--- src/sv/first_fit_block_allocator_top_defines.svh ---
// ----------------------------------------------------------------------------
// assertion macros for the first-fit block allocator
// ----------------------------------------------------------------------------
`ifndef FIRST_FIT_BLOCK_ALLOCATOR_TOP_DEFINES_SVH
`define FIRST_FIT_BLOCK_ALLOCATOR_TOP_DEFINES_SVH
`ifndef SYNTHESIS
`define FFA_ASSERT_IMPL(lbl, clk, rst_n, a, c) \
  lbl: assert property (@(posedge clk) disable iff (!rst_n) (a) |-> (c)) \
    else $error("assertion failed");
`define FFA_ASSERT_NEXT(lbl, clk, rst_n, a, c) \
  lbl: assert property (@(posedge clk) disable iff (!rst_n) (a) |=> (c)) \
    else $error("assertion failed");
`else
`define FFA_ASSERT_IMPL(lbl, clk, rst_n, a, c)
`define FFA_ASSERT_NEXT(lbl, clk, rst_n, a, c)
`endif
`endif

--- src/sv/ffa_pkg.sv ---
// ----------------------------------------------------------------------------
// ffa_pkg
// types and codes shared by the first-fit block allocator
// ----------------------------------------------------------------------------
package ffa_pkg;

  localparam int unsigned FIELD_BITS = 20;

  localparam logic       MODE_ALLOC = 1'b0;
  localparam logic       MODE_FREE  = 1'b1;

  localparam logic [2:0] ST_OK      = 3'd0;
  localparam logic [2:0] ST_ZERO    = 3'd1;
  localparam logic [2:0] ST_NOSPACE = 3'd2;
  localparam logic [2:0] ST_INVALID = 3'd3;
  localparam logic [2:0] ST_DOUBLE  = 3'd4;

  typedef struct packed {
    logic                  mode;
    logic [FIELD_BITS-1:0] request_size;
    logic [FIELD_BITS-1:0] address;
  } in_beat_t;

  typedef struct packed {
    logic [FIELD_BITS-1:0] payload_address;
    logic [2:0]            status;
  } out_beat_t;

  typedef enum logic [1:0] {
    S_IDLE,
    S_SCAN,
    S_DONE
  } state_t;

  // search token handed from cell to cell
  typedef struct packed {
    logic valid;
    logic found;
  } tok_t;

endpackage

--- src/sv/ffa_cell.sv ---
// ----------------------------------------------------------------------------
// ffa_cell
// one table entry; compares the travelling request and claims it on a hit
// ----------------------------------------------------------------------------
module ffa_cell #(
  parameter int unsigned AW = 20
) (
  input  logic             clk,
  input  logic             rst_n,
  input  logic             clr,
  input  logic             mode,
  input  logic [AW:0]      size_q,
  input  logic [AW-1:0]    addr_q,
  input  logic [AW-1:0]    hdr,
  input  ffa_pkg::tok_t    tok_in,
  output ffa_pkg::tok_t    tok_out,
  input  logic             wr_en,
  input  logic [AW-1:0]    wr_start,
  input  logic [AW:0]      wr_size,
  output logic             hit,
  output logic             dbl,
  output logic [AW-1:0]    hit_payload
);

  logic          used_r, used_nxt;
  logic          free_r, free_nxt;
  logic [AW-1:0] start_r;
  logic [AW:0]   size_r;
  logic          match;
  ffa_pkg::tok_t tok_r;

  // entry match for the request passing through
  always_comb begin
    if (mode == ffa_pkg::MODE_ALLOC) begin
      match = used_r && free_r && (size_r >= size_q);
    end else begin
      match = used_r && (start_r + hdr == addr_q);
    end
    hit         = tok_in.valid && !tok_in.found && match;
    dbl         = hit && (mode == ffa_pkg::MODE_FREE) && free_r;
    hit_payload = start_r + hdr;
  end

  // entry state update
  always_comb begin
    used_nxt = used_r;
    free_nxt = free_r;
    if (wr_en) begin
      used_nxt = 1'b1;
      free_nxt = 1'b0;
    end else if (hit) begin
      free_nxt = (mode == ffa_pkg::MODE_FREE);
    end
  end

  always_ff @(posedge clk) begin
    if (!rst_n) begin
      used_r <= 1'b0;
      free_r <= 1'b0;
      tok_r  <= '0;
    end else begin
      used_r <= used_nxt;
      free_r <= free_nxt;
      tok_r  <= clr ? ffa_pkg::tok_t'('0)
                    : ffa_pkg::tok_t'{valid: tok_in.valid, found: tok_in.found | hit};
    end
  end

  // entry payload
  always_ff @(posedge clk) begin
    if (wr_en) begin
      start_r <= wr_start;
      size_r  <= wr_size;
    end
  end

  assign tok_out = tok_r;

endmodule

--- config.mk ---
export PLATFORM = sky130hd
export DESIGN_NAME = ffa_cell
export DESIGN_NICKNAME = d
export VERILOG_FILES = /design/src/sv/first_fit_block_allocator_top_defines.svh /design/src/sv/ffa_pkg.sv /design/src/sv/ffa_cell.sv
export SDC_FILE = /design/constraint.sdc
export NUM_CORES = 1
export LEC_CHECK = 0
export BUFFER_PORTS_ARGS = -buffer_cell sky130_fd_sc_hd__buf_2
export CELL_PAD_IN_SITES_DETAIL_PLACEMENT = 1
export CELL_PAD_IN_SITES_GLOBAL_PLACEMENT = 2
export CORE_MARGIN = 1.5
export CORE_UTILIZATION = 30
export CTS_CLUSTER_DIAMETER = 120
export CTS_CLUSTER_SIZE = 8
export DETAILED_ROUTE_END_ITERATION = 8
export GPL_ROUTABILITY_DRIVEN = 0
export PLACE_DENSITY = 0.86
export SETUP_SLACK_MARGIN = 0.02
export SLEW_MARGIN = 15
export SYNTH_ARGS = -nofsm -noshare
export SYNTH_HDL_FRONTEND = slang
export SYNTH_SLANG_ARGS = --single-unit
--- constraint.sdc ---
create_clock -name clk -period 3.7 [get_ports clk]
set_input_delay 0.37 -clock clk [delete_from_list [all_inputs] [get_ports clk]]
set_output_delay 0.37 -clock clk [all_outputs]
set_load 0.01 [all_outputs]
==> results.yml, run 1 <==
floorplan:
  start_util_pct: 30.7
  die_w_um: 111
  die_h_um: 111
  die-area_mm2: 0.0123
  io_pins: 133
  rows: 39
  core_mm2: 0.0114
drt:
  drc: 0
  ant_nets: 0
  vias: 3203
  wl_per_cell_um: 16.5
  wirelength_um: 10400
  drtIter0Drc: 64
  dr.pass1.iters: 4
  viasPerCell: 5.07
flow_run:
  drv_cap: 0
yosys:
  ys_warn_count: 0
  synth_cell_types: 65
  async_flop_share_pct: 0
  synth_nets: 481
  ys.flop_type: "edfxtp_1"
  syn_area_mm2: 0.00350
  syn_area_per_cell_um2: 10.6
  synth-edff-count: 41
  ys_ff_latch: 45
  syn_inst: 331
  seq_area_frac_synth_pct: 37.4
global_routing:
  grt_pass1_wl_um: 16700
  track_usage_pct: 16.9
  grt_overflow: 0
  antenna_found_initial: 3
  grt_pass1_vias: 3459
  grt_max_degree: 44
run_status:
  status: "complete, but fails checks"
  violations: "setup timing"
sta:
  skew_ns: 0.00460
  tightestPinTransition_ns: 1.03
  drv_slew: 0
  min_period_ns: 3.92
  fin_crit_sh_pct: 106
  slew_headroom_pct: 31.2
  grt_setup_unrepaired: "true"
  finalHoldViolCount: 0
  setup_slack_ns: -0.215
  timing.fmax_mhz: 255
  setup_viol: 2
cts:
  clkTransAtPathRegs_ns: 0.07
  numCtsBuffers: 5
  htree_levels: 2
  insertion_delay_ns: 0.29
  cts.sinks: 45
  root_buffer: "clkbuf_16"
  cts_hold_buffers: 0
  cts_tree: "yes"
  clk_path_buf_depth: 2
critical_path:
  reg2reg_from: "start_r[0]"
  worst-endpoint-required_ns: 3.33
  r2r_end: "free_r"
  path_class: "flip-flop to output pin"
  crit_start: "start_r[0]"
  r2r_slack_ns: 0.52
  endpoint_kind: "output pin"
  cp-start-kind: "flip-flop"
  arrival_ns: 3.55
  reg2reg_depth: 13
  cp_max_fo: 4
power_and_ir_drop:
  vdd_ir_drop_max_mv: 0.180
  p_per_area_mw_per_mm2: 378
  p_leak_nw: 2.19
final_layout:
  final_cell_area_mm2: 0.00478
  final_util_pct: 41.8
  area_growth_pct: 36.3
  fin_nets: 636
  drive_gt1_share_pct: 42.1
placed_design:
  numPortBuffers: 132
  hpwl_um: 8710
  placed_cell_area_mm2: 0.00440
worst_hold_path:
  whs_path_depth: 1
  min_path_type: "primary input to flip-flop"
  hold_start: "wr_size[15]"
  hold_end: "size_r[15]"
## Yosys cell counts (3+ instances only)
cell type | n | area share [%]
nand2_1 | 17 | 1.8
o21ai_1 | 5 | 0.71
a21oi_2 | 3 | 0.75
a211oi_1 | 6 | 1.3
ha_1 | 40 | 14
nor3_1 | 6 | 0.86
nand4_1 | 11 | 2.0
a21oi_1 | 18 | 2.6
a31oi_1 | 3 | 0.54
a21o_1 | 11 | 2.4
xor2_1 | 13 | 3.3
nor4_1 | 4 | 0.71
buf_6 | 3 | 0.96
dfxtp_1 | 4 | 2.3
o21a_1 | 3 | 0.64
edfxtp_1 | 41 | 35
nor2_1 | 17 | 1.8
inv_1 | 28 | 3.0
buf_2 | 5 | 0.71
and3_1 | 8 | 1.4
o21ai_0 | 15 | 2.1
xnor2_1 | 16 | 4.0
## what timing repair did
action,CTS,global route
gates resized for setup,16,13
cloned,0,0
pin swaps,7,10
setup buffers,3,6
setup endpoints to repair,2,2
## flip-flops by register name (all words and copies together), names as in the netlist
register  count
used_r        1
start_r      20
free_r        1
tok_out       2
size_r       21
## power by group
part	internal [mW]	switching [mW]	leakage, nW
clock network	0.252	0.206	0.0702
registers	0.597	0.0139	0.434
logic	0.345	0.391	1.69
total	1.19	0.611	2.19
## cells by family (layout without fill, tap and decap cells)
logic type | Yosys count | after routing | share of synthesized area (%)
AOI/OAI and AO/OA | 86 | 86 | 17.2
and+or+nand+nor | 86 | 86 | 14.1
DFF | 45 | 45 | 37.4
adders and majority gates | 41 | 41 | 14.9
buffers and inverters | 37 | 193 | 4.79
xor gates and xnor gates | 36 | 36 | 11.6
other | 0 | 2 | 0
## final cells by class
cell class / instances / area [um^2]
fillers: 1344 / 6640
inverters: 28 / 105
clock buffers: 5 / 125
diodes: 2 / 5.00
multi-input cells: 249 / 2180
well taps: 143 / 179
repair buffers: 157 / 852
clock inverters: 3 / 21.3
flip-flops and latches: 45 / 1310
## critical path, stage by stage (launching register included)
cell	delay (ns)
edfxtp_1	0.37
ha_2	0.20
fa_2	0.39
a211oi_2	0.24
buf_4	0.15
nor2_1	0.05
o21ai_0	0.24
o21ai_1	0.13
nor3_2	0.13
nand4_1	0.11
or4b_4	0.54
nor4_4	0.26
buf_4	0.17
and3_1	0.16
buf_2	0.13
## cells in the final DEF (no fill, tap or decap), types with 4 or more instances in the layout
master / instances
xnor2_1: 15
nor2_1: 17
a21oi_2: 4
buf_4: 24
a21o_1: 11
ha_1: 33
buf_2: 132
dfxtp_1: 4
ha_4: 4
o21ai_0: 14
nor3_1: 6
inv_1: 28
a21oi_1: 16
o21ai_1: 6
and3_1: 8
nand2_1: 16
clkbuf_16: 5
edfxtp_1: 41
xor2_1: 11
a211oi_1: 6
nand4_1: 11
## worst max-delay path by stage
stage               cells past startpoint  endpoint
global placement                       13       dbl
finish                                 14       dbl
global route                           14       dbl
detailed placement                     14       dbl
floorplan                              10       dbl
CTS                                    13       dbl
## per-layer routing
layer	up-vias	share of wire, %	global-route usage [%]
met5	-	0.15	0
met4	2	1.8	5.82
met3	16	6.7	4.81
met2	105	50	30.3
met1	1528	41	19.3
li1	1552	-	-
## per-stage QoR
| stage | worst slack [ns] | power, mW | hold WS [ns] | std cells | setup TNS, ns |
|---|---|---|---|---|---|
| final | -0.215 | 1.81 | 0.249 | 632 | -0.351 |
| after global placement | 0.0412 | 1.28 | 0.447 | 613 | 0 |
| after floorplan | 0.235 | 1.03 | 0.440 | 331 | 0 |
| after global routing | -0.326 | 1.91 | 0.233 | 630 | -0.576 |
| after detailed placement | -0.00533 | 1.30 | 0.461 | 613 | -0.00533 |
| after CTS | -0.164 | 1.80 | 0.242 | 624 | -0.254 |
No activity file was read; power rests on OpenSTA's default activity.
==> run 2, diff against run 1 <==
--- a/config.mk
+++ b/config.mk
@@ -9,14 +9,13 @@
 export CELL_PAD_IN_SITES_DETAIL_PLACEMENT = 1
 export CELL_PAD_IN_SITES_GLOBAL_PLACEMENT = 2
 export CORE_MARGIN = 1.5
-export CORE_UTILIZATION = 30
+export CORE_UTILIZATION = 32
 export CTS_CLUSTER_DIAMETER = 120
 export CTS_CLUSTER_SIZE = 8
 export DETAILED_ROUTE_END_ITERATION = 8
-export GPL_ROUTABILITY_DRIVEN = 0
-export PLACE_DENSITY = 0.86
+export PLACE_DENSITY = 0.91
 export SETUP_SLACK_MARGIN = 0.02
-export SLEW_MARGIN = 15
+export SLEW_MARGIN = 20
 export SYNTH_ARGS = -nofsm -noshare
 export SYNTH_HDL_FRONTEND = slang
 export SYNTH_SLANG_ARGS = --single-unit
==> constraint.sdc (replaced) <==
create_clock -name clk -period 5.1 [get_ports clk]
set_input_delay 0.51 -clock clk [delete_from_list [all_inputs] [get_ports clk]]
set_output_delay 0.51 -clock clk [all_outputs]
set_load 0.01 [all_outputs]
==> results.yml, run 2 (synthesis gave the netlist of run 1 again) <==
power_and_ir_drop:
  p_per_area_mw_per_mm2: 271
  vdd_ir_drop_max_mv: 0.180
  p_leak_nw: 2.04
drt:
  wirelength_um: 10200
  viasPerCell: 5.22
  wl_per_cell_um: 16.9
  drc: 0
  ant_nets: 0
  dr.pass1.iters: 4
  vias: 3145
  drtIter0Drc: 56
cts:
  clk_path_buf_depth: 2
  cts_tree: "yes"
  numCtsBuffers: 5
  cts.sinks: 45
  insertion_delay_ns: 0.30
  root_buffer: "clkbuf_8"
  cts.repair.resized: 0
  clkTransAtPathRegs_ns: 0.09
  cts_hold_buffers: 0
  cts_setup_buffers: 0
  htree_levels: 2
sta:
  min_period_ns: 4.36
  tns_ns: 0
  setup_viol: 0
  timing.fmax_mhz: 229
  slew_headroom_pct: 34.0
  grt_setup_unrepaired: "false"
  hold_ws_ns: 0.376
  skew_ns: 0.00992
  setup_slack_ns: 0.739
  tightestPinTransition_ns: 0.990
  drv_slew: 0
  finalHoldViolCount: 0
  fin_crit_sh_pct: 85.5
placed_design:
  numPortBuffers: 132
  hpwl_um: 8580
  dp_cells: 594
  routabilityCongestion: 0.917
  dp_slack_ns: 0.848
critical_path:
  endpoint_kind: "output pin"
  cp-start-kind: "flip-flop"
  cp_max_fo: 6
  worst-endpoint-required_ns: 4.59
  path_class: "flip-flop to output pin"
  arrival_ns: 3.85
  r2r_slack_ns: 1.63
final_layout:
  largest_reg_flops: 21
  area_growth_pct: 25.5
  fin_nets: 611
  final_util_pct: 40.9
  top_register: "size_r"
  finalNonFillerCells: 602
  layout_commonest_cell: "buf_2"
  mostFrequentLayoutCells: "buf_2, edfxtp_1, ha_1"
  drive_gt1_share_pct: 34.8
  num_antenna_cells: 0
floorplan:
  die_h_um: 108
  start_util_pct: 32.6
  die-area_mm2: 0.0116
  io_pins: 133
  die_w_um: 108
  core_mm2: 0.0107
  rows: 38
global_routing:
  antenna_found_initial: 2
  track_usage_pct: 17.5
  grt_overflow: 0
  grt_max_degree: 44
  grt_pass1_wl_um: 15800
  grt_pass1_vias: 3337
worst_hold_path:
  min_path_type: "primary input to flip-flop"
flow_run:
  drv_cap: 0
run_status:
  status: "finished, final reports clean"
## run 2: layout make-up
class / instances / area [um^2]
fillers: 1299 / 6350
multi-input cells: 249 / 2020
flip-flops and latches: 45 / 1310
repair buffers: 132 / 661
well taps: 140 / 175
inverters: 28 / 105
clock buffers: 6 / 82.6
clock inverters: 2 / 37.5
## run 2: worst max-delay path: stages, from the launching register on
cell	delay [ns]
edfxtp_1	0.37
ha_1	0.37
a21o_1	0.24
a31oi_2	0.24
nand2_1	0.18
a221oi_1	0.43
xnor2_1	0.18
o311ai_0	0.15
or4b_1	0.52
nor4_2	0.50
and3_1	0.24
buf_2	0.13
## run 2: path summary, 6_finish.rpt
check | from | end | cells past startpoint
setup / recovery | start_r[4] | dbl | 11
hold / removal | wr_start[13] | start_r[13] | 1
hold reg to reg | used_r | used_r | 1
setup reg to reg | start_r[4] | free_r | 10
## run 2: report_power, final
group          leakage (nW)  switching, mW  internal [mW]
clock                0.0574          0.128          0.159
sequential            0.434        0.00966          0.433
combinational          1.55          0.260          0.203
total                  2.04          0.398          0.795
## run 2: routing by layer
metal  global-route usage, %  share of wire [%]  vias up  routed length [um]
li1                        -                  -     1509                   -
met1                    20.3                 41     1499                4200
met2                    32.5                 51      116                5160
met3                    4.12                6.2       19                 631
met4                    4.23                1.5        2                 156
met5                       0               0.12        -                  12
## run 2: per-stage QoR
step           power [mW]  instance area [um^2]
2_1_floorplan       0.750                  3500
3_3_place_gp        0.905                  4280
3_5_place_dp        0.916                  4280
4_1_cts              1.21                  4400
5_1_grt              1.26                  4400
6_report             1.19                  4400
