### config.mk
export PLATFORM = sky130hd
export DESIGN_NAME = ffa_ctrl
export DESIGN_NICKNAME = d
export VERILOG_FILES = /design/src/sv/first_fit_block_allocator_top_defines.svh /design/src/sv/ffa_pkg.sv /design/src/sv/ffa_ctrl.sv
export SDC_FILE = /design/constraint.sdc
export NUM_CORES = 1
export LEC_CHECK = 0
export BUFFER_PORTS_ARGS = -buffer_cell sky130_fd_sc_hd__buf_2
export CAP_MARGIN = 20
export CORE_MARGIN = 2
export CORE_UTILIZATION = 25
export CTS_BUF_LIST = sky130_fd_sc_hd__clkbuf_4 sky130_fd_sc_hd__clkbuf_8 sky130_fd_sc_hd__clkbuf_16
export CTS_CLUSTER_SIZE = 20
export DETAILED_ROUTE_END_ITERATION = 10
export GPL_TIMING_DRIVEN = 0
export PLACE_DENSITY = 0.51
export SLEW_MARGIN = 25
export SYNTH_ARGS = -nofsm -noshare
export SYNTH_HDL_FRONTEND = slang
export SYNTH_SLANG_ARGS = --single-unit
export TNS_END_PERCENT = 50
### constraint.sdc
create_clock -name clk -period 5.16 [get_ports clk]
set_clock_uncertainty 0.2 [all_clocks]
set_input_delay 0.774 -clock clk [delete_from_list [all_inputs] [get_ports clk]]
set_output_delay 0.774 -clock clk [all_outputs]
set_load 0.05 [all_outputs]
### src/sv/first_fit_block_allocator_top_defines.svh
// ----------------------------------------------------------------------------
// assertion macros for the first-fit block allocator
// ----------------------------------------------------------------------------
`ifndef FIRST_FIT_BLOCK_ALLOCATOR_TOP_DEFINES_SVH
`define FIRST_FIT_BLOCK_ALLOCATOR_TOP_DEFINES_SVH
`ifndef SYNTHESIS
`define FFA_ASSERT_IMPL(lbl, clk, rst_n, a, c) \
  lbl: assert property (@(posedge clk) disable iff (!rst_n) (a) |-> (c)) \
    else $error("assertion failed");
`define FFA_ASSERT_NEXT(lbl, clk, rst_n, a, c) \
  lbl: assert property (@(posedge clk) disable iff (!rst_n) (a) |=> (c)) \
    else $error("assertion failed");
`else
`define FFA_ASSERT_IMPL(lbl, clk, rst_n, a, c)
`define FFA_ASSERT_NEXT(lbl, clk, rst_n, a, c)
`endif
`endif

### src/sv/ffa_pkg.sv
// ----------------------------------------------------------------------------
// ffa_pkg
// types and codes shared by the first-fit block allocator
// ----------------------------------------------------------------------------
package ffa_pkg;

  localparam int unsigned FIELD_BITS = 20;

  localparam logic       MODE_ALLOC = 1'b0;
  localparam logic       MODE_FREE  = 1'b1;

  localparam logic [2:0] ST_OK      = 3'd0;
  localparam logic [2:0] ST_ZERO    = 3'd1;
  localparam logic [2:0] ST_NOSPACE = 3'd2;
  localparam logic [2:0] ST_INVALID = 3'd3;
  localparam logic [2:0] ST_DOUBLE  = 3'd4;

  typedef struct packed {
    logic                  mode;
    logic [FIELD_BITS-1:0] request_size;
    logic [FIELD_BITS-1:0] address;
  } in_beat_t;

  typedef struct packed {
    logic [FIELD_BITS-1:0] payload_address;
    logic [2:0]            status;
  } out_beat_t;

  typedef enum logic [1:0] {
    S_IDLE,
    S_SCAN,
    S_DONE
  } state_t;

  // search token handed from cell to cell
  typedef struct packed {
    logic valid;
    logic found;
  } tok_t;

endpackage

### src/sv/ffa_ctrl.sv
// ----------------------------------------------------------------------------
// ffa_ctrl
// request sequencer: latches a beat, times the scan and forms the result
// ----------------------------------------------------------------------------
module ffa_ctrl #(
  parameter int unsigned N  = 64,
  parameter int unsigned AW = 20,
  parameter int unsigned HB = 32,
  parameter int unsigned AB = 8
) (
  input  logic               clk,
  input  logic               rst_n,
  input  logic               start,
  output logic               busy,
  input  ffa_pkg::in_beat_t  in_beat,
  input  logic [AW:0]        limit,
  input  logic               any_hit,
  input  logic               any_dbl,
  input  logic [AW-1:0]      hit_pay,
  output logic               seed,
  output logic               clr,
  output logic               mode,
  output logic [AW:0]        size_q,
  output logic [AW-1:0]      addr_q,
  output logic [$clog2(N+1)-1:0] count,
  output logic               wr_any,
  output logic [AW-1:0]      wr_start,
  output logic               out_valid,
  output ffa_pkg::out_beat_t out_beat
);

  localparam int unsigned CW = $clog2(N+1);

  ffa_pkg::state_t state_r, state_nxt;
  logic [CW-1:0]   step_r, count_r;
  logic [AW:0]     top_r;
  logic            mode_r, found_r, dbl_r;
  logic [AW:0]     size_r;
  logic [AW-1:0]   addr_r, pay_r;
  logic [AW:0]     lim_eff;
  logic [AW+1:0]   end_w, req_w;
  logic            zero_w, done_w, app_ok;
  logic            launch;
  logic            ov_r;
  ffa_pkg::out_beat_t ob_r;

  assign req_w   = {2'b00, in_beat.request_size[AW-1:0]} + (AW+2)'(AB - 1);
  assign lim_eff = (limit > (AW+1)'(1 << AW)) ? (AW+1)'(1 << AW) : limit;
  assign end_w   = {1'b0, top_r} + (AW+2)'(HB) + {1'b0, size_r};
  assign app_ok  = (count_r < CW'(N)) && (end_w <= {1'b0, lim_eff});
  assign zero_w  = (mode_r == ffa_pkg::MODE_ALLOC) ? (size_r == '0)
                                                   : (addr_r == '0);
  assign done_w  = (step_r == CW'(N));

  // next state
  always_comb begin
    state_nxt = state_r;
    unique case (state_r)
      ffa_pkg::S_IDLE: if (start) state_nxt = ffa_pkg::S_SCAN;
      ffa_pkg::S_SCAN: if (done_w || zero_w) state_nxt = ffa_pkg::S_DONE;
      ffa_pkg::S_DONE: state_nxt = ffa_pkg::S_IDLE;
      default:         state_nxt = ffa_pkg::S_IDLE;
    endcase
  end

  // outputs
  always_comb begin
    busy   = (state_r != ffa_pkg::S_IDLE);
    launch = (state_r == ffa_pkg::S_IDLE) && start;
    clr    = launch;
    // token enters cell 0 in the first scan cycle, once the request is latched
    seed   = (state_r == ffa_pkg::S_SCAN) && (step_r == '0) && !zero_w;
    wr_any = (state_r == ffa_pkg::S_SCAN) && done_w && !zero_w && !found_r
             && !any_hit && (mode_r == ffa_pkg::MODE_ALLOC) && app_ok;
  end

  assign mode     = mode_r;
  assign size_q   = size_r;
  assign addr_q   = addr_r;
  assign count    = count_r;
  assign wr_start = top_r[AW-1:0];

  always_ff @(posedge clk) begin
    if (!rst_n) begin
      state_r <= ffa_pkg::S_IDLE;
      step_r  <= '0;
      count_r <= '0;
      top_r   <= '0;
      found_r <= 1'b0;
      dbl_r   <= 1'b0;
      ov_r    <= 1'b0;
    end else begin
      state_r <= state_nxt;
      ov_r    <= 1'b0;
      if (launch) begin
        step_r  <= '0;
        found_r <= 1'b0;
        dbl_r   <= 1'b0;
      end else if (state_r == ffa_pkg::S_SCAN) begin
        step_r <= step_r + 1'b1;
        if (any_hit && !found_r) begin
          found_r <= 1'b1;
          dbl_r   <= any_dbl;
        end
        if (zero_w || done_w) begin
          ov_r <= 1'b1;
          if (zero_w) begin
            ob_r.status <= (mode_r == ffa_pkg::MODE_ALLOC) ? ffa_pkg::ST_ZERO
                                                           : ffa_pkg::ST_OK;
            ob_r.payload_address <= '0;
          end else if (found_r || any_hit) begin
            ob_r.status <= (dbl_r || (!found_r && any_dbl)) ? ffa_pkg::ST_DOUBLE
                                                            : ffa_pkg::ST_OK;
            ob_r.payload_address <= (mode_r == ffa_pkg::MODE_ALLOC)
                                    ? (found_r ? pay_r : hit_pay) : '0;
          end else if (mode_r == ffa_pkg::MODE_FREE) begin
            ob_r.status          <= ffa_pkg::ST_INVALID;
            ob_r.payload_address <= '0;
          end else if (app_ok) begin
            ob_r.status          <= ffa_pkg::ST_OK;
            ob_r.payload_address <= top_r[AW-1:0] + AW'(HB);
            count_r              <= count_r + 1'b1;
            top_r                <= end_w[AW:0];
          end else begin
            ob_r.status          <= ffa_pkg::ST_NOSPACE;
            ob_r.payload_address <= '0;
          end
        end
      end
    end
  end

  // request payload
  always_ff @(posedge clk) begin
    if (launch) begin
      mode_r <= in_beat.mode;
      addr_r <= in_beat.address[AW-1:0];
      size_r <= (AW+1)'((req_w >> $clog2(AB)) << $clog2(AB));
    end
    if (state_r == ffa_pkg::S_SCAN && any_hit && !found_r) pay_r <= hit_pay;
  end

  assign out_valid = ov_r;
  assign out_beat  = ob_r;

endmodule

==> impl_metrics.yaml, run 1 <==
run_status:
  outcome: "finished with violations"
  violations: "negative setup slack"
synthesis:
  yosys_warnings: 0
  yosysUniqueCellTypes: 55
  avgSynthCellArea_um2: 10.3
  synth_edf_count: 82
  yosys.area.top_type: "edfxtp_1"
  ys_top_cells_by_area: "edfxtp_1 (36%), dfxtp_1 (11%), ha_1 (10%)"
  synthArstFlopShare_pct: 0
  synth_ff_type: "edfxtp_1"
  yosysSeqAreaShare_pct: 46.5
  syn-instance-count: 666
  synth.top_cell.area_share_pct: 35.7
  synth_seq_cells: 119
  syn_area_um2: 6890
setup_path:
  r2r_setup_slack_ns: 0.01
  r2r-end: "out_beat[18]"
  crit_path_max_fanout: 4
  critPathLaunchType: "flip-flop"
  max_stage_delay_ns: 0.44
  crit_required_ns: 4.19
  worstPathCellList: "ha_1 -> ha_2 -> fa_2 -> a21o_4 -> a211oi_4 -> buf_4 -> a211oi_1 -> nor3_1 -> xnor2_1 -> ha_1 -> nand2_1 -> nor2_1 -> a211o_1 -> o31a_4 -> nor4_4 -> o211a_4 -> buf_8"
  rr_startpoint: "size_q[4]"
  reg2reg_depth: 19
  crit_slowest_cell: "edfxtp_1"
  path_class: "flip-flop to output port"
  cp-end-kind: "output port"
  crit_path_frequent_cell: "ha_1"
  crit_arrival_ns: 4.71
power_and_ir_drop:
  clkPwrFrac_pct: 44.9
  powerDensity_nw_per_um2: 285
  ir_worst_vdd_mv: 0.166
  p_leak_nw: 3.76
  combPwrFrac_pct: 13.8
  swShare_pct: 30.1
  power.switching_w: 0.000783
  p_seq_share_pct: 41.3
  power.internal_w: 0.00182
sta:
  fin_crit_sh_pct: 110
  rsz0062_at_grt: "yes"
  hold_viol: 0
  relSlewSlack_pct: 43.3
  fin_crit_ns: 5.68
  worst_pin_slew_ns: 0.850
  setup_viol: 1
  worst_slack_ns: -0.520
  drv_slew: 0
  max_clock_freq_mhz: 176
placed_design:
  place_congestion: 0.823
  io_buffers: 177
  place.detailed.hpwl_um: 16000
  place_area_um2: 8330
grt:
  grt_overflow_total: 0
  grt_antenna_before_repair: 0
  grt_pass1_vias: 5453
  grtUsageTotal_pct: 14.0
  grt_pass1_wl_um: 30600
  grt_max_degree: 27
detailed_routing:
  drt-initial-drc-count: 308
  num_vias: 5734
  ant_nets: 0
  routedWlPerCell_um: 16.6
  dr.pass1.iters: 5
  post_drt_via_cell_ratio: 4.65
  routed_wl_um: 20500
  drcViolationCount: 0
finish:
  num-fill-cells: 2799
  post-route-util_pct: 33.8
  syn2layout_area_growth_pct: 32.6
  antenna_cells: 0
  postLayoutCellArea_um2: 9140
  drive_gt1_share_pct: 32.7
  layout.nets: 1023
clock_network:
  clkSinkCount: 119
  worstSkewPairLatency_ns: 0.41
  cts_buffers: 17
  root_buffer: "clkbuf_16"
  cts_max_path_buffers: 2
  cts.clk_slew.worst_paths_ns: 0.06
  cts_tree: "yes"
  cts_max_level: 4
floorplanning:
  rows: 60
  io-pin-count: 184
  fp.dieW_um: 170
  start_util_pct: 25.5
  die-area_um2: 28900
  coreArea_um2: 27000
  die_y_um: 170
min_path:
  min_to: "count[5]"
  hold_path_startpoint: "count[5]"
  hold_depth: 2
  hold_class: "flip-flop to flip-flop"
flow_run:
  max_cap_viol_count: 0
power by group through the flow:
| stage | sequential (W) | combinational, W | clock (W) |
|---|---|---|---|
| 2_1_floorplan | 0.00116 | 0.000161 | 0 |
| 3_3_place_gp | 0.00110 | 0.000335 | 0 |
| 3_5_place_dp | 0.00110 | 0.000342 | 0 |
| 4_1_cts | 0.00108 | 0.000354 | 0.00120 |
| 5_1_grt | 0.00108 | 0.000390 | 0.00124 |
| 6_report | 0.00107 | 0.000359 | 0.00117 |
timing repair:
action                                  CTS  global route
buffers inserted                          6             1
hold buffers                              0             0
endpoints found under the setup margin   43            43
cloned                                    0             3
gates resized for setup                  20            30
pin swaps                                 4             7
area by class of cell:
class | instances | area, um2 | area share (%)
flip-flops and latches | 119 | 3210 | 35.1
plain buffers | 44 | 298 | 3.26
clock buffers | 17 | 425 | 4.66
multi-input cells | 488 | 3540 | 38.8
repair buffers | 189 | 1010 | 11.1
inverters | 19 | 71.3 | 0.781
clock inverters | 15 | 153 | 1.67
well taps | 341 | 427 | 4.67
cells by family (layout without fill, tap and decap cells):
| logic type | after synthesis | count (layout) | synth area share [%] |
|---|---|---|---|
| XOR/XNOR | 46 | 46 | 5.85 |
| adder cells (fa/ha/maj) | 58 | 58 | 10.6 |
| flip-flops | 119 | 119 | 46.5 |
| other | 1 | 6 | 0.0544 |
| multiplexers | 25 | 25 | 3.63 |
| buffers and inverters | 64 | 284 | 5.10 |
| AND/OR/NAND/NOR | 215 | 215 | 15.8 |
| AO/OA/AOI/OAI | 138 | 138 | 12.5 |
cells in the mapped netlist (all sizes together), types with 2 or more instances:
cell / instances
o21ai: 30
a31oi: 2
nand2: 47
o21a: 4
nand3: 41
nor2: 39
nand4: 14
xnor2: 19
inv: 19
xor2: 27
nor2b: 4
or4: 4
and4: 5
a21boi: 2
clkbuf: 11
o22ai: 17
nor3: 18
o211ai: 4
a21oi: 46
or2: 2
and3: 13
a2111oi: 2
dfxtp: 37
and2: 5
a211o: 3
or3: 5
mux2i: 25
buf: 34
a211oi: 9
nor4: 12
nand2b: 4
o21bai: 3
a21o: 9
ha: 57
edfxtp: 82
layout by cell type (no fill, tap or decap), types with 5 or more instances in the layout:
master / netlist / final
xnor2_1: 19 / 19
a21oi_1: 45 / 43
buf_4: 23 / 34
or3_1: 5 / 5
and3_1: 13 / 13
clkbuf_1: 11 / 9
nand2_1: 47 / 47
a21o_1: 9 / 8
o22ai_1: 17 / 17
mux2i_1: 25 / 25
nand3_1: 41 / 41
nor4_1: 11 / 9
clkbuf_16: 0 / 17
dfxtp_1: 37 / 33
inv_6: 0 / 5
o21ai_1: 5 / 7
and4_1: 5 / 5
ha_1: 57 / 55
conb_1: 1 / 6
nand4_1: 14 / 14
edfxtp_1: 82 / 82
nor2_1: 39 / 36
buf_2: 8 / 180
nor3_1: 18 / 17
inv_1: 19 / 19
xor2_1: 27 / 27
o21ai_0: 24 / 20
per-stage QoR:
| step | hold slack, ns | instances | setup TNS [ns] | worst slack [ns] | power (W) |
|---|---|---|---|---|---|
| 3_5_place_dp | 0.277 | 1191 | -13.50 | -0.673 | 0.00144 |
| 4_1_cts | 0.288 | 1228 | -1.68 | -0.613 | 0.00263 |
| 6_report | 0.282 | 1232 | -0.520 | -0.520 | 0.00260 |
| 2_1_floorplan | 0.253 | 671 | -0.104 | -0.104 | 0.00132 |
| 5_1_grt | 0.306 | 1232 | -2.67 | -0.642 | 0.00271 |
| 3_3_place_gp | 0.263 | 1189 | -11.64 | -0.647 | 0.00143 |
worst max-delay path, delay by kind of cell (launching register included):
| kind | cells | cell delay [ns] |
|---|---|---|
| adders and majority gates | 4 | 1.19 |
| xor gates and xnor gates | 1 | 0.27 |
| DFF | 1 | 0.44 |
| and+or+nand+nor | 4 | 0.69 |
| AOI/OAI and AO/OA | 6 | 1.39 |
| buffers and inverters | 2 | 0.30 |
routing by layer:
metal,track usage (%),up-vias,part of all wire [%]
met3,2.47,16,4.5
met4,4.35,0,1.4
met1,19.4,2667,48
li1,-,2900,-
met2,22.1,151,46
met5,0,-,0
worst max-delay path by stage:
stage          cells past startpoint  slack (ns)  startpoint      to
2_1_floorplan                     16       -0.10   size_q[4]  wr_any
3_3_place_gp                      18       -0.65    top_r[5]  wr_any
3_5_place_dp                      18       -0.67    top_r[5]  wr_any
4_1_cts                           17       -0.61   size_q[4]  wr_any
5_1_grt                           17       -0.64   size_q[4]  wr_any
6_report                          17       -0.52   size_q[4]  wr_any
state kept, by name, indices dropped and copies added, names as in the netlist, 2 cells and up:
register,flops
addr_q,20
count,7
out_beat,23
pay_r,20
size_q,18
state_r,2
step_r,7
top_r,18
Power figures use the tool's default switching activity.
==> inputs of run 2 (changes only) <==
--- a/config.mk
+++ b/config.mk
@@ -5,6 +5,7 @@
 export SDC_FILE = /design/constraint.sdc
 export NUM_CORES = 1
 export LEC_CHECK = 0
+export ABC_AREA = 1
 export BUFFER_PORTS_ARGS = -buffer_cell sky130_fd_sc_hd__buf_2
 export CAP_MARGIN = 20
 export CORE_MARGIN = 2
==> run 2 against run 1 <==
Net effect:
- the run now ends clean
- clock-buffer cell count is 1 higher
- hold slack better by 0.0068 ns
- die area grew 4.3%
- flip-flop and latch count did not move
- sequential power about the same
- setup slack improved by 0.64 ns
- utilization is 0.31 points lower
- cell area up 4.7%
- sequential share of layout area fell by 1.6 points
- critical path depth is the same
- non-clock buffer count up 15
- largest cell class unchanged
- highest routed layer unchanged
==> impl_metrics.yaml, run 2 <==
run_status:
  outcome: "finished clean"
synthesis:
  synth_compound_area_share_pct: 8.74
  syn_area_um2: 7200
  synth_mux_area_share_pct: 1.53
  synth_commonest_cells: "nand2_1 (150), edfxtp_1 (82), inv_1 (67), ha_1 (57), a21oi_1 (56)"
  synthArstFlopShare_pct: 0
  yosys.area.top_type: "edfxtp_1"
  synth_xor_area_share_pct: 4.14
  avgSynthCellArea_um2: 9.32
  synth_seq_cells: 119
  synth_edf_count: 82
  yosysUniqueCellTypes: 57
  synth.top_cell.area_share_pct: 34.2
  synth_ff_type: "edfxtp_1"
  synth_top_family_by_area: "simple AND/OR/NAND/NOR gates"
  syn-instance-count: 772
  synth-adder-area-share_pct: 10.2
  yosysSeqAreaShare_pct: 44.5
  ys_top_cells_by_area: "edfxtp_1 (34%), dfxtp_1 (10%), ha_1 (9.9%)"
  yosys.area_share.simple_pct: 23.2
  yosys_warnings: 0
  yosys.cell_count.top_type: "nand2_1"
clock_network:
  cts_max_level: 4
  cts_max_path_buffers: 2
  cts_buffers: 17
  cts_tree: "yes"
  root_buffer: "clkbuf_16"
  worstSkewPairLatency_ns: 0.42
  clkSinkCount: 119
  cts.clk_slew.worst_paths_ns: 0.06
placed_design:
  place_inst: 1339
  place_ws_ns: -0.246
  place_congestion: 0.866
  io_buffers: 177
  place.detailed.hpwl_um: 16700
setup_path:
  crit_path_max_fanout: 5
  cp-end-kind: "output port"
  path_class: "flip-flop to output port"
  reg2reg_depth: 20
  rr_startpoint: "top_r[15]"
  critPathLaunchType: "flip-flop"
  critPathCapture: "wr_any"
  crit_required_ns: 4.19
  r2r_setup_slack_ns: 0.80
  r2r-end: "out_beat[10]"
  crit_start: "top_r[15]"
  crit_arrival_ns: 4.06
detailed_routing:
  drcViolationCount: 0
  drt-initial-drc-count: 354
  dr.pass1.iters: 5
  post_drt_via_cell_ratio: 4.45
  routed_wl_um: 21300
  ant_nets: 0
  routedWlPerCell_um: 15.2
  num_vias: 6240
floorplanning:
  io-pin-count: 184
  coreArea_um2: 28500
  start_util_pct: 25.2
  die_y_um: 174
  die-area_um2: 30200
  fp.dieW_um: 174
  rows: 62
sta:
  worst_slack_ns: 0.122
  setup_viol: 0
  rsz0062_at_grt: "yes"
  holdWs_ns: 0.289
  max_clock_freq_mhz: 198
  fin_crit_ns: 5.04
  finalSetupTns_ns: 0
  fin_crit_sh_pct: 97.6
  hold_viol: 0
  worst_pin_slew_ns: 0.905
  relSlewSlack_pct: 39.3
  drv_slew: 0
power_and_ir_drop:
  fin_total_pwr_w: 0.00273
  swShare_pct: 27.9
  ir_worst_vdd_mv: 0.195
  combPwrFrac_pct: 16.1
  p_leak_nw: 4.24
  clkPwrFrac_pct: 44.1
  power.switching_w: 0.000762
  power.internal_w: 0.00197
  powerDensity_nw_per_um2: 285
  p_seq_share_pct: 39.8
grt:
  grt_overflow_total: 0
  grt_max_degree: 33
  grtUsageTotal_pct: 14.1
  grt_pass1_vias: 5964
  grt_pass1_wl_um: 32800
  grt_antenna_before_repair: 0
finish:
  final_common_cell: "buf_2"
  largest_register_ffs: 23
  layout.nets: 1150
  antenna_cells: 0
  final-instance-count-excl-fill: 1401
  syn2layout_area_growth_pct: 32.9
  multi_input_comb_area_um2: 3590
  drive_gt1_share_pct: 33.6
  mostFrequentLayoutCells: "buf_2 (178), nand2_1 (147), edfxtp_1 (82)"
  regArea_um2: 3210
  num-fill-cells: 3022
min_path:
  hold_class: "flip-flop to flip-flop"
flow_run:
  max_cap_viol_count: 0
[run 2: worst min path at each step]
stage,cells after the start,slack (ns),end,from
4_1_cts,2,0.28,step_r[1],step_r[1]
5_1_grt,2,0.31,step_r[1],step_r[1]
6_report,2,0.29,step_r[1],step_r[1]
3_3_place_gp,2,0.27,step_r[0],step_r[0]
3_5_place_dp,2,0.27,step_r[1],step_r[1]
2_1_floorplan,2,0.24,top_r[20],top_r[20]
[run 2: power by group through the flow]
stage	clock network [W]	registers [W]	logic (W)
2_1_floorplan	0	0.00117	0.000205
3_3_place_gp	0	0.00111	0.000400
3_5_place_dp	0	0.00111	0.000408
4_1_cts	0.00124	0.00109	0.000426
5_1_grt	0.00127	0.00109	0.000482
6_report	0.00120	0.00108	0.000440
[run 2: worst max-delay path, stage by stage, from the launching register on]
cell and delay, ns:
dfxtp_1 0.49, ha_1 0.31, ha_1 0.42, nand2_1 0.11, nor2_1 0.20, nand3_1 0.11
nand3_1 0.14, nand3_1 0.08, nand2_1 0.08, xor2_1 0.46, ha_1 0.32, and3_1 0.20
nand2_1 0.07, nand2_2 0.06, nand2_4 0.09, nand4_4 0.11, nor3b_4 0.20, buf_6 0.19
[run 2: cell families (layout without fill, tap and decap cells)]
kind of cell | Yosys count | count (layout)
muxes | 11 | 11
AOI/OAI and AO/OA | 105 | 105
xor gates and xnor gates | 34 | 34
DFF | 119 | 119
buffers and inverters | 112 | 352
other | 1 | 6
adders and majority gates | 58 | 58
and+or+nand+nor | 332 | 332
[run 2: what timing repair did]
item	in CTS	in global routing
setup endpoints to repair	1	1
buffers inserted	16	15
pin swaps	10	19
resized for setup	13	15
hold buffers	0	0
[run 2: through the flow]
step / instance area, um2 / utilization, %
5_1_grt: 9560 / 33.5
6_report: 9560 / 33.5
3_5_place_dp: 8610 / 30.2
2_1_floorplan: 7230 / -
4_1_cts: 9380 / 32.8
3_3_place_gp: 8590 / 30.1
[run 2: layout make-up]
cell class	count	share of cell area [%]
Multi-Input combinational cell	546	37.5
Sequential cell	119	33.5
Clock buffer	18	4.53
Inverter	73	2.88
Buffer	39	2.89
Clock inverter	13	1.64
Timing Repair Buffer	209	12.0
Tap cell	384	5.02
[run 2: layer usage]
metal | vias up | share of wire, % | track usage [%]
met5 | - | 0 | 0
met4 | 0 | 2.2 | 4.80
met3 | 25 | 5.2 | 3.11
met2 | 192 | 46 | 22.4
met1 | 2891 | 47 | 18.8
li1 | 3132 | - | -
==> inputs of run 3 (changes only) <==
--- a/config.mk
+++ b/config.mk
@@ -6,15 +6,18 @@
 export NUM_CORES = 1
 export LEC_CHECK = 0
 export ABC_AREA = 1
+export ABC_CLOCK_PERIOD_IN_PS = 5160
 export BUFFER_PORTS_ARGS = -buffer_cell sky130_fd_sc_hd__buf_2
 export CAP_MARGIN = 20
+export CELL_PAD_IN_SITES_DETAIL_PLACEMENT = 1
+export CELL_PAD_IN_SITES_GLOBAL_PLACEMENT = 1
 export CORE_MARGIN = 2
 export CORE_UTILIZATION = 25
 export CTS_BUF_LIST = sky130_fd_sc_hd__clkbuf_4 sky130_fd_sc_hd__clkbuf_8 sky130_fd_sc_hd__clkbuf_16
 export CTS_CLUSTER_SIZE = 20
 export DETAILED_ROUTE_END_ITERATION = 10
 export GPL_TIMING_DRIVEN = 0
-export PLACE_DENSITY = 0.51
+export PLACE_DENSITY = 0.62
 export SLEW_MARGIN = 25
 export SYNTH_ARGS = -nofsm -noshare
 export SYNTH_HDL_FRONTEND = slang
==> run 3 against run 2 <==
Net effect:
- register-to-register slack worse by 0.10 ns
- utilization is 0.16 points higher
- critical path depth grew 6
- non-clock buffer count shrank 10
- cell area up 0.48%
- hold slack better by 0.00072 ns
- wire length increased by 8.0%
- first-iteration DRC count decreased by 23%
- power up 5.9%
==> impl_metrics.yaml, run 3 (synthesis gave the netlist of run 2 again) <==
run_status:
  outcome: "finished clean"
detailed_routing:
  wl_met3_um: 1100
  routedWlPerCell_um: 16.5
  wl_met2_um: 10900
  post_drt_via_cell_ratio: 4.51
  dr.pass1.iters: 6
  ant_nets: 0
  routed.top_layer: "met4"
  num_vias: 6277
  drt-met1-wl_um: 10600
  drcViolationCount: 0
  drt-initial-drc-count: 274
  routed_wl_um: 23000
setup_path:
  crit_slowest_cell: "edfxtp_1"
  crit_start: "size_q[4]"
  crit_path_max_fanout: 3
  crit_arrival_ns: 4.08
  rr_startpoint: "size_q[4]"
  crit_required_ns: 4.19
  worstPathCellList: "ha_4 -> ha_4 -> fa_2 -> nand3_2 -> nand2_2 -> a21boi_2 -> o21ai_2 -> a21oi_2 -> xor2_2 -> inv_1 -> ha_1 -> nand2_1 -> nor2_1 -> nand3_1 -> nor2_1 -> nor2_1 -> nand3_1 -> nand2_1 -> nand2_1 -> nand2_2 -> nand4_4 -> nor3b_4 -> buf_6"
  max_stage_delay_ns: 0.50
  path_class: "flip-flop to output port"
  r2r-end: "out_beat[19]"
  cp-end-kind: "output port"
  critPathLaunchType: "flip-flop"
  r2r_setup_slack_ns: 0.70
  reg2reg_depth: 26
floorplanning:
  die-area_um2: 30200
  fp.dieW_um: 174
  io-pin-count: 184
  start_util_pct: 25.2
  coreArea_um2: 28500
  rows: 62
  die_y_um: 174
finish:
  postLayoutCellArea_um2: 9610
  multi_input_comb_area_um2: 3640
  final-instance-count-excl-fill: 1392
  regArea_um2: 3210
  drive_gt1_share_pct: 33.6
  largest_register_ffs: 23
  antenna_cells: 0
  layout.nets: 1140
  final_common_cell: "buf_2"
  mostFrequentLayoutCells: "buf_2 (178), nand2_1 (148), edfxtp_1 (82)"
  num-fill-cells: 3384
  syn2layout_area_growth_pct: 33.5
clock_network:
  cts_buffers: 17
  ctsHoldBuffers: 0
  cts.clk_slew.worst_paths_ns: 0.07
  cts_max_path_buffers: 2
  cts_max_level: 4
  root_buffer: "clkbuf_16"
  worstSkewPairLatency_ns: 0.43
  cts_tree: "yes"
  clkSinkCount: 119
sta:
  fin_crit_sh_pct: 97.9
  hold_viol: 0
  rsz0062_at_grt: "yes"
  setup_viol: 0
  drv_slew: 0
  finalSetupTns_ns: 0
  relSlewSlack_pct: 36.9
  worst_pin_slew_ns: 0.945
  fin_crit_ns: 5.05
  max_clock_freq_mhz: 198
grt:
  grt_pass1_wl_um: 35500
  grt_max_degree: 33
  grt_pass1_vias: 6432
  grt_antenna_before_repair: 0
  grtUsageTotal_pct: 15.3
  grt_overflow_total: 0
placed_design:
  place_inst: 1339
  place.detailed.hpwl_um: 18200
  place_congestion: 0.807
  io_buffers: 177
  place_area_um2: 8610
min_path:
  hold_class: "flip-flop to flip-flop"
  hold_depth: 2
  min_to: "step_r[1]"
  hold_path_startpoint: "step_r[1]"
power_and_ir_drop:
  p_leak_nw: 4.23
  fin_total_pwr_w: 0.00289
  powerDensity_nw_per_um2: 301
  ir_worst_vdd_mv: 0.124
flow_run:
  max_cap_viol_count: 0
[run 3: metal layers]
layer	vias up	global-route usage, %
met1	2987	20.0
met2	158	25.3
met5	-	0
li1	3112	-
met4	0	5.01
met3	20	3.09
[run 3: stage by stage]
stage	hold slack, ns	util (%)	setup slack (ns)
2_1_floorplan	0.243	-	0.133
3_3_place_gp	0.270	30.1	-0.306
3_5_place_dp	0.279	30.2	-0.377
4_1_cts	0.289	33.3	-0.0281
5_1_grt	0.303	33.7	-0.181
6_report	0.289	33.7	0.110
[run 3: cell type report]
type                    count  share of cell area (%)
well taps                 384                    5.00
flip-flops and latches    119                    33.4
inverters                  73                    2.86
clock buffers              17                    4.43
plain buffers              39                    2.88
clock inverters            15                    2.46
multi-input cells         546                    37.9
repair buffers            199                    11.1
[run 3: worst max path at each step]
stage,end,depth (start not counted)
6_report,wr_any,23
5_1_grt,wr_any,23
4_1_cts,wr_any,23
3_5_place_dp,wr_any,23
3_3_place_gp,wr_any,23
2_1_floorplan,wr_any,22
[run 3: repair_timing]
| action | CTS | global route |
|---|---|---|
| buffers inserted | 14 | 7 |
| setup endpoints to repair | 1 | 1 |
| pin swaps | 16 | 13 |
| gates resized for setup | 24 | 7 |
| endpoints found under the hold margin | 0 | 0 |
[run 3: worst max-delay path, delay by kind of cell, from the launching register on]
kind	cells	cell delay, ns
flip-flops	1	0.50
AO/OA/AOI/OAI	3	0.45
AND/OR/NAND/NOR	13	1.11
buffers and inverters	2	0.26
adder cells (fa/ha/maj)	4	1.08
XOR/XNOR	1	0.22
[run 3: power by group]
| part | switching, W | internal, W |
|---|---|---|
| clock | 0.000496 | 0.000870 |
| sequential | 0.0000236 | 0.00106 |
| combinational | 0.000297 | 0.000143 |
